==> config.mk <==
export PLATFORM = sky130hd
export DESIGN_NAME = sorted_list_insert_delete_core_flat
export DESIGN_NICKNAME = d
export VERILOG_FILES = /design/src/sv/sli_pkg.sv /design/src/sv/sli_if.sv /design/src/sv/sli_cell.sv /design/src/sv/sorted_list_insert_delete_core.sv /design/src/flat_wrapper.sv
export SDC_FILE = /design/constraint.sdc
export NUM_CORES = 2
export LEC_CHECK = 0
export BUFFER_PORTS_ARGS = -buffer_cell sky130_fd_sc_hd__buf_2
export CORE_ASPECT_RATIO = 0.9
export CORE_MARGIN = 4
export CORE_UTILIZATION = 60
export CTS_CLUSTER_DIAMETER = 50
export DETAILED_ROUTE_END_ITERATION = 16
export PLACE_DENSITY = 0.83
export SLEW_MARGIN = 20
export SYNTH_ARGS = -nofsm -noshare
export SYNTH_HDL_FRONTEND = slang
export SYNTH_SLANG_ARGS = --single-unit
==> constraint.sdc <==
create_clock -name clk -period 15.5 [get_ports clk]
set_input_delay 1.55 -clock clk [delete_from_list [all_inputs] [get_ports clk]]
set_output_delay 1.55 -clock clk [all_outputs]
set_load 0.02 [all_outputs]
==> src/sv/sli_pkg.sv <==
`timescale 1ns / 1ps
// Shared types and constants for the sorted list insert/delete core.
// No dependencies; compile first.
package sli_pkg;

  localparam int CAPACITY = 16;
  localparam int FILL_W   = $clog2(CAPACITY + 1);
  localparam int IDX_W    = $clog2(CAPACITY);
  localparam int DATA_W   = 32;
  localparam int FUNC_W   = 2;
  localparam int INDEX_W  = 4;
  localparam int STATUS_W = 3;
  localparam int COUNT_W  = 5;

  // Operation codes of the func field
  localparam logic [FUNC_W-1:0] FUNC_INSERT = 2'd0;
  localparam logic [FUNC_W-1:0] FUNC_DELETE = 2'd1;
  localparam logic [FUNC_W-1:0] FUNC_READ   = 2'd2;

  // Status codes
  localparam logic [STATUS_W-1:0] ST_OK       = 3'd0;
  localparam logic [STATUS_W-1:0] ST_FULL     = 3'd1;
  localparam logic [STATUS_W-1:0] ST_EMPTY    = 3'd2;
  localparam logic [STATUS_W-1:0] ST_NOTFOUND = 3'd3;
  localparam logic [STATUS_W-1:0] ST_RANGE    = 3'd4;

  // Broadcast from the core to every cell
  typedef struct packed {
    logic                     ins;    // shift right from the insert point
    logic                     del;    // shift left from the match point
    logic signed [DATA_W-1:0] value;
  } cell_ctl_t;

endpackage

==> src/sv/sli_if.sv <==
`timescale 1ns / 1ps
// Valid/ready channel interfaces for request and result of the sorted list core.
// Depends on sli_pkg.
interface sli_in_if;
  logic                                valid;
  logic                                ready;
  logic [sli_pkg::FUNC_W-1:0]          func;
  logic signed [sli_pkg::DATA_W-1:0]   value;
  logic [sli_pkg::INDEX_W-1:0]         index;

  modport source (output valid, func, value, index, input ready);
  modport sink   (input valid, func, value, index, output ready);
endinterface

interface sli_out_if;
  logic                                valid;
  logic                                ready;
  logic [sli_pkg::STATUS_W-1:0]        status;
  logic [sli_pkg::COUNT_W-1:0]         count;
  logic signed [sli_pkg::DATA_W-1:0]   smallest;
  logic signed [sli_pkg::DATA_W-1:0]   read_data;

  modport source (output valid, status, count, smallest, read_data, input ready);
  modport sink   (input valid, status, count, smallest, read_data, output ready);
endinterface

==> src/sv/sli_cell.sv <==
`timescale 1ns / 1ps
// One position of the sorted list: holds an entry, compares it against the
// broadcast value and takes its neighbor's entry on a shift. Depends on sli_pkg.
module sli_cell (
  input  logic                              clk,
  input  sli_pkg::cell_ctl_t                ctl,
  input  logic                              valid,       // position below fill
  input  logic                              left_lt,     // left neighbor below value
  input  logic signed [sli_pkg::DATA_W-1:0] left_entry,
  input  logic signed [sli_pkg::DATA_W-1:0] right_entry,
  output logic                              lt,
  output logic                              eq,
  output logic signed [sli_pkg::DATA_W-1:0] entry,
  output logic signed [sli_pkg::DATA_W-1:0] entry_nxt
);

  logic signed [sli_pkg::DATA_W-1:0] entry_r;

  assign lt    = valid && (entry_r < ctl.value);
  assign eq    = valid && (entry_r == ctl.value);
  assign entry = entry_r;

  always_comb begin
    entry_nxt = entry_r;
    if (ctl.ins && !lt) begin
      // first cell not below the value takes it, later ones shift right
      entry_nxt = left_lt ? ctl.value : left_entry;
    end else if (ctl.del && !lt) begin
      entry_nxt = right_entry;
    end
  end

  always_ff @(posedge clk) begin
    entry_r <= entry_nxt;
  end

endmodule

==> src/sv/sorted_list_insert_delete_core.sv <==
`timescale 1ns / 1ps
// Top level of the sorted list core: row of sli_cell positions, fill count
// and result register. Depends on sli_pkg, sli_if and sli_cell.
//
//  channel | dir | handshake          | payload
//  in_ch   | in  | valid/ready        | func, value, index
//  out_ch  | out | valid/ready        | status, count, smallest, read_data
//
// Every cell compares against the request value in parallel and shifts one
// position in the same cycle, so a new request is taken every cycle unless a
// result waits. The result is registered, valid in the cycle after acceptance.
// Reset clears the fill count and the result valid; entries stay unwritten.
// A stalled result holds in its register; in_ch.ready drops only while it waits.
module sorted_list_insert_delete_core (
  input  logic             clk,
  input  logic             rst_n,
  sli_in_if.sink           in_ch,
  sli_out_if.source        out_ch
);

  localparam int N = sli_pkg::CAPACITY;

  logic [sli_pkg::FILL_W-1:0]          fill_r, fill_nxt;
  logic                                out_valid_r;
  logic [sli_pkg::STATUS_W-1:0]        status_r, status_nxt;
  logic [sli_pkg::COUNT_W-1:0]         count_r;
  logic signed [sli_pkg::DATA_W-1:0]   smallest_r, smallest_nxt;
  logic signed [sli_pkg::DATA_W-1:0]   rdata_r, rdata_nxt;

  logic                                accept;
  logic                                full, empty, found, in_range;
  sli_pkg::cell_ctl_t                  ctl;

  logic [N-1:0]                        cell_valid, cell_lt, cell_eq;
  logic signed [sli_pkg::DATA_W-1:0]   cell_entry [N];
  logic signed [sli_pkg::DATA_W-1:0]   cell_nxt   [N];

  assign in_ch.ready = !out_valid_r || out_ch.ready;
  assign accept      = in_ch.valid && in_ch.ready;

  assign full     = (32'(fill_r) >= N);
  assign empty    = (fill_r == '0);
  assign found    = |cell_eq;
  assign in_range = (32'(in_ch.index) < 32'(fill_r));

  assign ctl.ins   = accept && (in_ch.func == sli_pkg::FUNC_INSERT) && !full;
  assign ctl.del   = accept && (in_ch.func == sli_pkg::FUNC_DELETE) && found;
  assign ctl.value = in_ch.value;

  genvar g;
  generate
    for (g = 0; g < N; g++) begin : g_cell
      logic                              l_lt;
      logic signed [sli_pkg::DATA_W-1:0] l_entry, r_entry;

      assign cell_valid[g] = (32'(g) < 32'(fill_r));

      if (g == 0) begin : g_first
        assign l_lt    = 1'b1;
        assign l_entry = in_ch.value;
      end else begin : g_mid
        assign l_lt    = cell_lt[g-1];
        assign l_entry = cell_entry[g-1];
      end

      if (g == N - 1) begin : g_last
        assign r_entry = cell_entry[g];
      end else begin : g_inner
        assign r_entry = cell_entry[g+1];
      end

      sli_cell u_cell (
        .clk         (clk),
        .ctl         (ctl),
        .valid       (cell_valid[g]),
        .left_lt     (l_lt),
        .left_entry  (l_entry),
        .right_entry (r_entry),
        .lt          (cell_lt[g]),
        .eq          (cell_eq[g]),
        .entry       (cell_entry[g]),
        .entry_nxt   (cell_nxt[g])
      );
    end
  endgenerate

  always_comb begin
    fill_nxt   = fill_r;
    status_nxt = sli_pkg::ST_OK;
    rdata_nxt  = '0;
    if (ctl.ins) begin
      fill_nxt = fill_r + 1'b1;
    end else if (ctl.del) begin
      fill_nxt = fill_r - 1'b1;
    end
    case (in_ch.func)
      sli_pkg::FUNC_INSERT: begin
        if (full) status_nxt = sli_pkg::ST_FULL;
      end
      sli_pkg::FUNC_DELETE: begin
        if (empty)       status_nxt = sli_pkg::ST_EMPTY;
        else if (!found) status_nxt = sli_pkg::ST_NOTFOUND;
      end
      sli_pkg::FUNC_READ: begin
        if (in_range) rdata_nxt  = cell_entry[sli_pkg::IDX_W'(in_ch.index)];
        else          status_nxt = sli_pkg::ST_RANGE;
      end
      default: begin
        status_nxt = sli_pkg::ST_OK;
      end
    endcase
    smallest_nxt = (fill_nxt != '0) ? cell_nxt[0] : '0;
  end

  always_ff @(posedge clk) begin
    if (!rst_n) begin
      fill_r      <= '0;
      out_valid_r <= 1'b0;
    end else begin
      if (accept) begin
        fill_r      <= fill_nxt;
        out_valid_r <= 1'b1;
      end else if (out_ch.ready) begin
        out_valid_r <= 1'b0;
      end
    end
  end

  // result payload, loaded only on acceptance
  always_ff @(posedge clk) begin
    if (accept) begin
      status_r   <= status_nxt;
      count_r    <= sli_pkg::COUNT_W'(fill_nxt);
      smallest_r <= smallest_nxt;
      rdata_r    <= rdata_nxt;
    end
  end

  assign out_ch.valid     = out_valid_r;
  assign out_ch.status    = status_r;
  assign out_ch.count     = count_r;
  assign out_ch.smallest  = smallest_r;
  assign out_ch.read_data = rdata_r;

`ifndef SYNTHESIS
  a_fill_bound: assert property (@(posedge clk) disable iff (!rst_n)
    32'(fill_r) <= N)
    else $error("fill count exceeds capacity");

  a_insert_grows: assert property (@(posedge clk) disable iff (!rst_n)
    ctl.ins |=> (fill_r == $past(fill_r) + 1'b1))
    else $error("insert did not grow the list by one");

  a_delete_shrinks: assert property (@(posedge clk) disable iff (!rst_n)
    ctl.del |=> (fill_r == $past(fill_r) - 1'b1))
    else $error("delete did not shrink the list by one");

  a_sorted_head: assert property (@(posedge clk) disable iff (!rst_n)
    (32'(fill_r) >= 2) |-> (cell_entry[0] <= cell_entry[1]))
    else $error("first two entries out of order");

  a_result_follows: assert property (@(posedge clk) disable iff (!rst_n)
    accept |=> out_valid_r)
    else $error("accepted request produced no result");
`endif

endmodule

==> src/flat_wrapper.sv <==
// flat-port wrapper written by rule: the top's interface ports become plain ports
module sorted_list_insert_delete_core_flat 
  (clk, rst_n, in_ch_valid, in_ch_func, in_ch_value, in_ch_index, in_ch_ready, out_ch_valid, out_ch_status, out_ch_count, out_ch_smallest, out_ch_read_data, out_ch_ready);
  sli_in_if in_ch_i ();
  sli_out_if out_ch_i ();
  input  logic clk;
  input  logic rst_n;
  input wire logic [$bits(in_ch_i.valid)-1:0] in_ch_valid;
  input wire logic [$bits(in_ch_i.func)-1:0] in_ch_func;
  input wire logic [$bits(in_ch_i.value)-1:0] in_ch_value;
  input wire logic [$bits(in_ch_i.index)-1:0] in_ch_index;
  output wire logic [$bits(in_ch_i.ready)-1:0] in_ch_ready;
  output wire logic [$bits(out_ch_i.valid)-1:0] out_ch_valid;
  output wire logic [$bits(out_ch_i.status)-1:0] out_ch_status;
  output wire logic [$bits(out_ch_i.count)-1:0] out_ch_count;
  output wire logic [$bits(out_ch_i.smallest)-1:0] out_ch_smallest;
  output wire logic [$bits(out_ch_i.read_data)-1:0] out_ch_read_data;
  input wire logic [$bits(out_ch_i.ready)-1:0] out_ch_ready;
  assign in_ch_i.valid = in_ch_valid;
  assign in_ch_i.func = in_ch_func;
  assign in_ch_i.value = in_ch_value;
  assign in_ch_i.index = in_ch_index;
  assign in_ch_ready = in_ch_i.ready;
  assign out_ch_valid = out_ch_i.valid;
  assign out_ch_status = out_ch_i.status;
  assign out_ch_count = out_ch_i.count;
  assign out_ch_smallest = out_ch_i.smallest;
  assign out_ch_read_data = out_ch_i.read_data;
  assign out_ch_i.ready = out_ch_ready;
  sorted_list_insert_delete_core u_core (.clk(clk), .rst_n(rst_n), .in_ch(in_ch_i), .out_ch(out_ch_i));
endmodule
==> reports/metrics.csv <==
stage;metric;value;unit
yosys;synth-main-ff-cell;edfxtp_1;
hold_path;min_path_type;reg -> reg;
job;max_cap_violations;0;
layout;nets;4735;
power_and_ir_drop;p_comb_frac;0.159;
sta;hold_slack;0.526;ns
worst_setup_path;crit_buf_inv;4;
die;rows;94;
clock_network;root_buffer;clkbuf_16;
grt;grt_overflow;0;
layout;final_util;0.662;
yosys;synth_warnings;0;
run_status;status;complete, no violations;
grt;grt_antenna_before_repair;11;
placed_design;io_buffers;115;
sta;rsz0062_at_grt;false;
drt;drt_iter0_drc;6768;
yosys;synth_nets;4746;
clock_network;cts_buffers;82;
yosys;async_reset_ff_frac;0;
sta;relSlewSlack;0.219;
placed_design;place.gp.congestion;1.02;
clock_network;h-tree-depth;3;
yosys;synthCells;4185;
sta;fin_setup_tns;0;ns
worst_setup_path;timing.rr.end;u_core.g_cell[11].u_cell.entry[7]$_DFFE_PP_;
power_and_ir_drop;pwr-share-clk;0.422;
worst_setup_path;crit_arrival;7.19;ns
drt;first_pass_iters;9;
placed_design;dp_cells;5050;
yosys;ys_seq_area_frac;0.393;
power_and_ir_drop;p_seq_frac;0.420;
placed_design;place_ws;8.36;ns
layout;fillers;5390;
worst_setup_path;crit_path_end_kind;flop;
clock_network;insertion_delay;0.64;ns
worst_setup_path;start_kind;input pin;
die;start_util;0.605;
drt;vias;38000;
die;die_w;294;um
sta;clock.fmax;145;MHz
die;core;72900;um^2
clock_network;cts_resized;0;
sta;fin_crit;6.87;ns
sta;tightest_slew;1.17;ns
hold_path;min_to;u_core.out_ch.valid$_SDFFE_PN0P_;
clock_network;post_cts_buffers;0;
power_and_ir_drop;powerDensity;94.4;nW/um^2
power_and_ir_drop;swShare;0.291;
drt;wl_per_cell;29.1;um
power_and_ir_drop;p_switching;1.33;mW
hold_path;holdPathStages;2;
sta;final_max_slew_viol_count;0;
clock_network;cts_tree;built;
clock_network;cts_sinks;590;
worst_setup_path;regToRegSetupSlack;10.03;ns
drt;drt_wl_total;151000;um
clock_network;clockBufferDepth;3;
hold_path;hp-start;u_core.out_ch.valid$_SDFFE_PN0P_;
grt;grt_max_degree;78;
layout;regArea;17300;um^2
grt;grt_usage;0.377;
power_and_ir_drop;peakVddDrop;0.0770;mV
clock_network;clkSlewWorstSetupHoldPaths;0.06;ns
worst_setup_path;critPathSlowestCell;and2_1;
power_and_ir_drop;leakage;20.5;nW
worst_setup_path;rr_startpoint;u_core.g_cell[2].u_cell.entry[23]$_DFFE_PP_;
yosys;syn_area;44100;um^2
yosys;synth_area_leader_cell;edfxtp_1;
die;die_h;265;um
placed_design;place_hpwl;106000;um
yosys;synth_area_leaders;edfxtp_1, ha_1, mux4_2;
sta;hold_viol_final;0;
sta;finalWorstSetupSlack;8.63;ns
worst_setup_path;cp_max_fo;44;
layout;syn_to_final_growth;9.50;%
die;die_area;77900;um^2
yosys;netlist-cell-type-count;81;
drt;ant_nets;0;
sta;finalClockSkew;0.0238;ns
grt;grt_pass1_vias;35900;
worst_setup_path;crit_chain;buf_2 -> inv_1 -> ha_1 -> nand4_1 -> nor4bb_1 -> nand4_1 -> nand4_1 -> nor4_4 -> o31ai_4 -> buf_4 -> and2_1 -> buf_4;
worst_setup_path;critPathTopFamily;simple AND/OR/NAND/NOR gates;
yosys;synth-edff-count;552;
die;pin_count;116;
layout;fin_cells;5206;
yosys;synth.top_cell.area_share;0.376;
sta;min_period_over_period;0.443;
grt;grt_first_pass_wirelength;224000;um
worst_setup_path;slowest_delay;1.00;ns
layout;multi_input_area;25600;um^2
worst_setup_path;crit_path_frequent_cell;nand4_1;
worst_setup_path;worst-endpoint-required;15.81;ns
drt;viasPerCell;7.30;
yosys;avgSynthCellArea;10.5;um^2
drt;drc_errors;0;
power_and_ir_drop;power.internal;3.23;mW
yosys;synth_seq_cells;590;
layout;layout-drive-gt1-share;0.134;
sta;finalSetupViolations;0;
worst_setup_path;setup.worst_path.class;in -> reg;
clock_network;hold_buffers;0;
worst_setup_path;r2r_cells;10;
[power by group through the flow]
stage               sequential [mW]  clock [mW]  combinational, mW
floorplan                      1.91           0              0.459
global placement               1.93           0              0.660
detailed placement             1.93           0              0.685
CTS                            1.90        1.92              0.693
global route                   1.91        1.99              0.772
finish                         1.91        1.92              0.724
[logic make-up (layout without fill, tap and decap cells)]
group | after synthesis | count (layout) | share of synthesized area
muxes | 481 | 481 | 0.155
xor gates and xnor gates | 1 | 1 | 0.000199
buffers and inverters | 349 | 404 | 0.0323
and+or+nand+nor | 1015 | 1015 | 0.111
DFF | 590 | 590 | 0.393
adders and majority gates | 519 | 519 | 0.147
AOI/OAI and AO/OA | 1230 | 1230 | 0.161
other | 0 | 6 | 0
[state kept, by name, indices dropped and copies added, names as in the netlist]
name,count
u_core.out_ch.read_data,32
u_core.out_ch.valid,1
u_core.fill_r,5
u_core.out_ch.status,3
u_core.out_ch.count,5
u_core.g_cell.u_cell.entry,512
u_core.out_ch.smallest,32
[worst max path at each step]
stage	cells after the start	slack (ns)	from	to
finish	12	8.63	in_ch_value[26]	u_core.g_cell[11].u_cell.entry[7]$_DFFE_PP_
CTS	12	9.02	in_ch_value[27]	u_core.g_cell[11].u_cell.entry[7]$_DFFE_PP_
floorplan	11	8.71	in_ch_value[9]	u_core.g_cell[2].u_cell.entry[0]$_DFFE_PP_
global placement	12	8.26	in_ch_value[26]	u_core.g_cell[6].u_cell.entry[25]$_DFFE_PP_
detailed placement	12	8.36	in_ch_value[26]	u_core.g_cell[11].u_cell.entry[7]$_DFFE_PP_
global route	12	8.79	in_ch_value[26]	u_core.g_cell[3].u_cell.entry[9]$_DFFE_PP_
[worst reg2reg max path: cells and delay by family, from the launching register on]
kind,cells,cell delay (ns)
and+or+nand+nor,6,3.10
adders and majority gates,1,0.35
buffers and inverters,2,0.98
AOI/OAI and AO/OA,1,0.19
DFF,1,0.51
[synth_stat cells, drive strengths merged, types with 69 or more instances]
master    n
a21oi   672
nand2   257
mux4    160
clkbuf  214
edfxtp  552
nor2    363
buf      69
a21o    146
nand4   121
o21ai   204
ha      519
mux2i   300
[per-layer routing]
layer  routed length (um)  vias to the layer above  track usage
li1                     -                    16100            -
met4                 9240                       10        0.198
met2                62200                     3563        0.536
met1                53600                    17800        0.508
met3                26400                      601        0.136
met5                   49                        -            0
[area by class of cell]
type	instances	area share
clock buffer	95	0.0455
inverter	66	0.00526
tap	960	0.0249
multi-input combinational	3246	0.531
antenna	6	0.000311
timing repair buffer	188	0.0236
sequential	590	0.359
clock inverter	55	0.0108
[metrics by stage]
step,total power [mW],instance area (um^2)
3_5_place_dp,2.62,45500
4_1_cts,4.51,48300
6_report,4.56,48300
3_3_place_gp,2.59,45500
2_1_floorplan,2.37,44100
5_1_grt,4.68,48300
[layout by cell type, fill, tap and decap left out, types with 21 or more instances in the layout]
master / count
a21oi_1: 670
edfxtp_1: 552
ha_1: 519
nor2_1: 356
mux2i_1: 292
nand2_1: 255
o21ai_0: 199
mux4_2: 160
a21o_1: 146
nand4_1: 120
buf_2: 113
clkbuf_16: 85
buf_4: 73
inv_1: 64
nor2b_1: 63
nor3_1: 47
and2_1: 43
a31oi_1: 41
dfxtp_1: 38
a21boi_0: 33
a211o_1: 32
o21a_1: 25
nand3_1: 23
inv_6: 21
mux2_2: 21
Note: power is estimated with default switching activity, not from simulation.
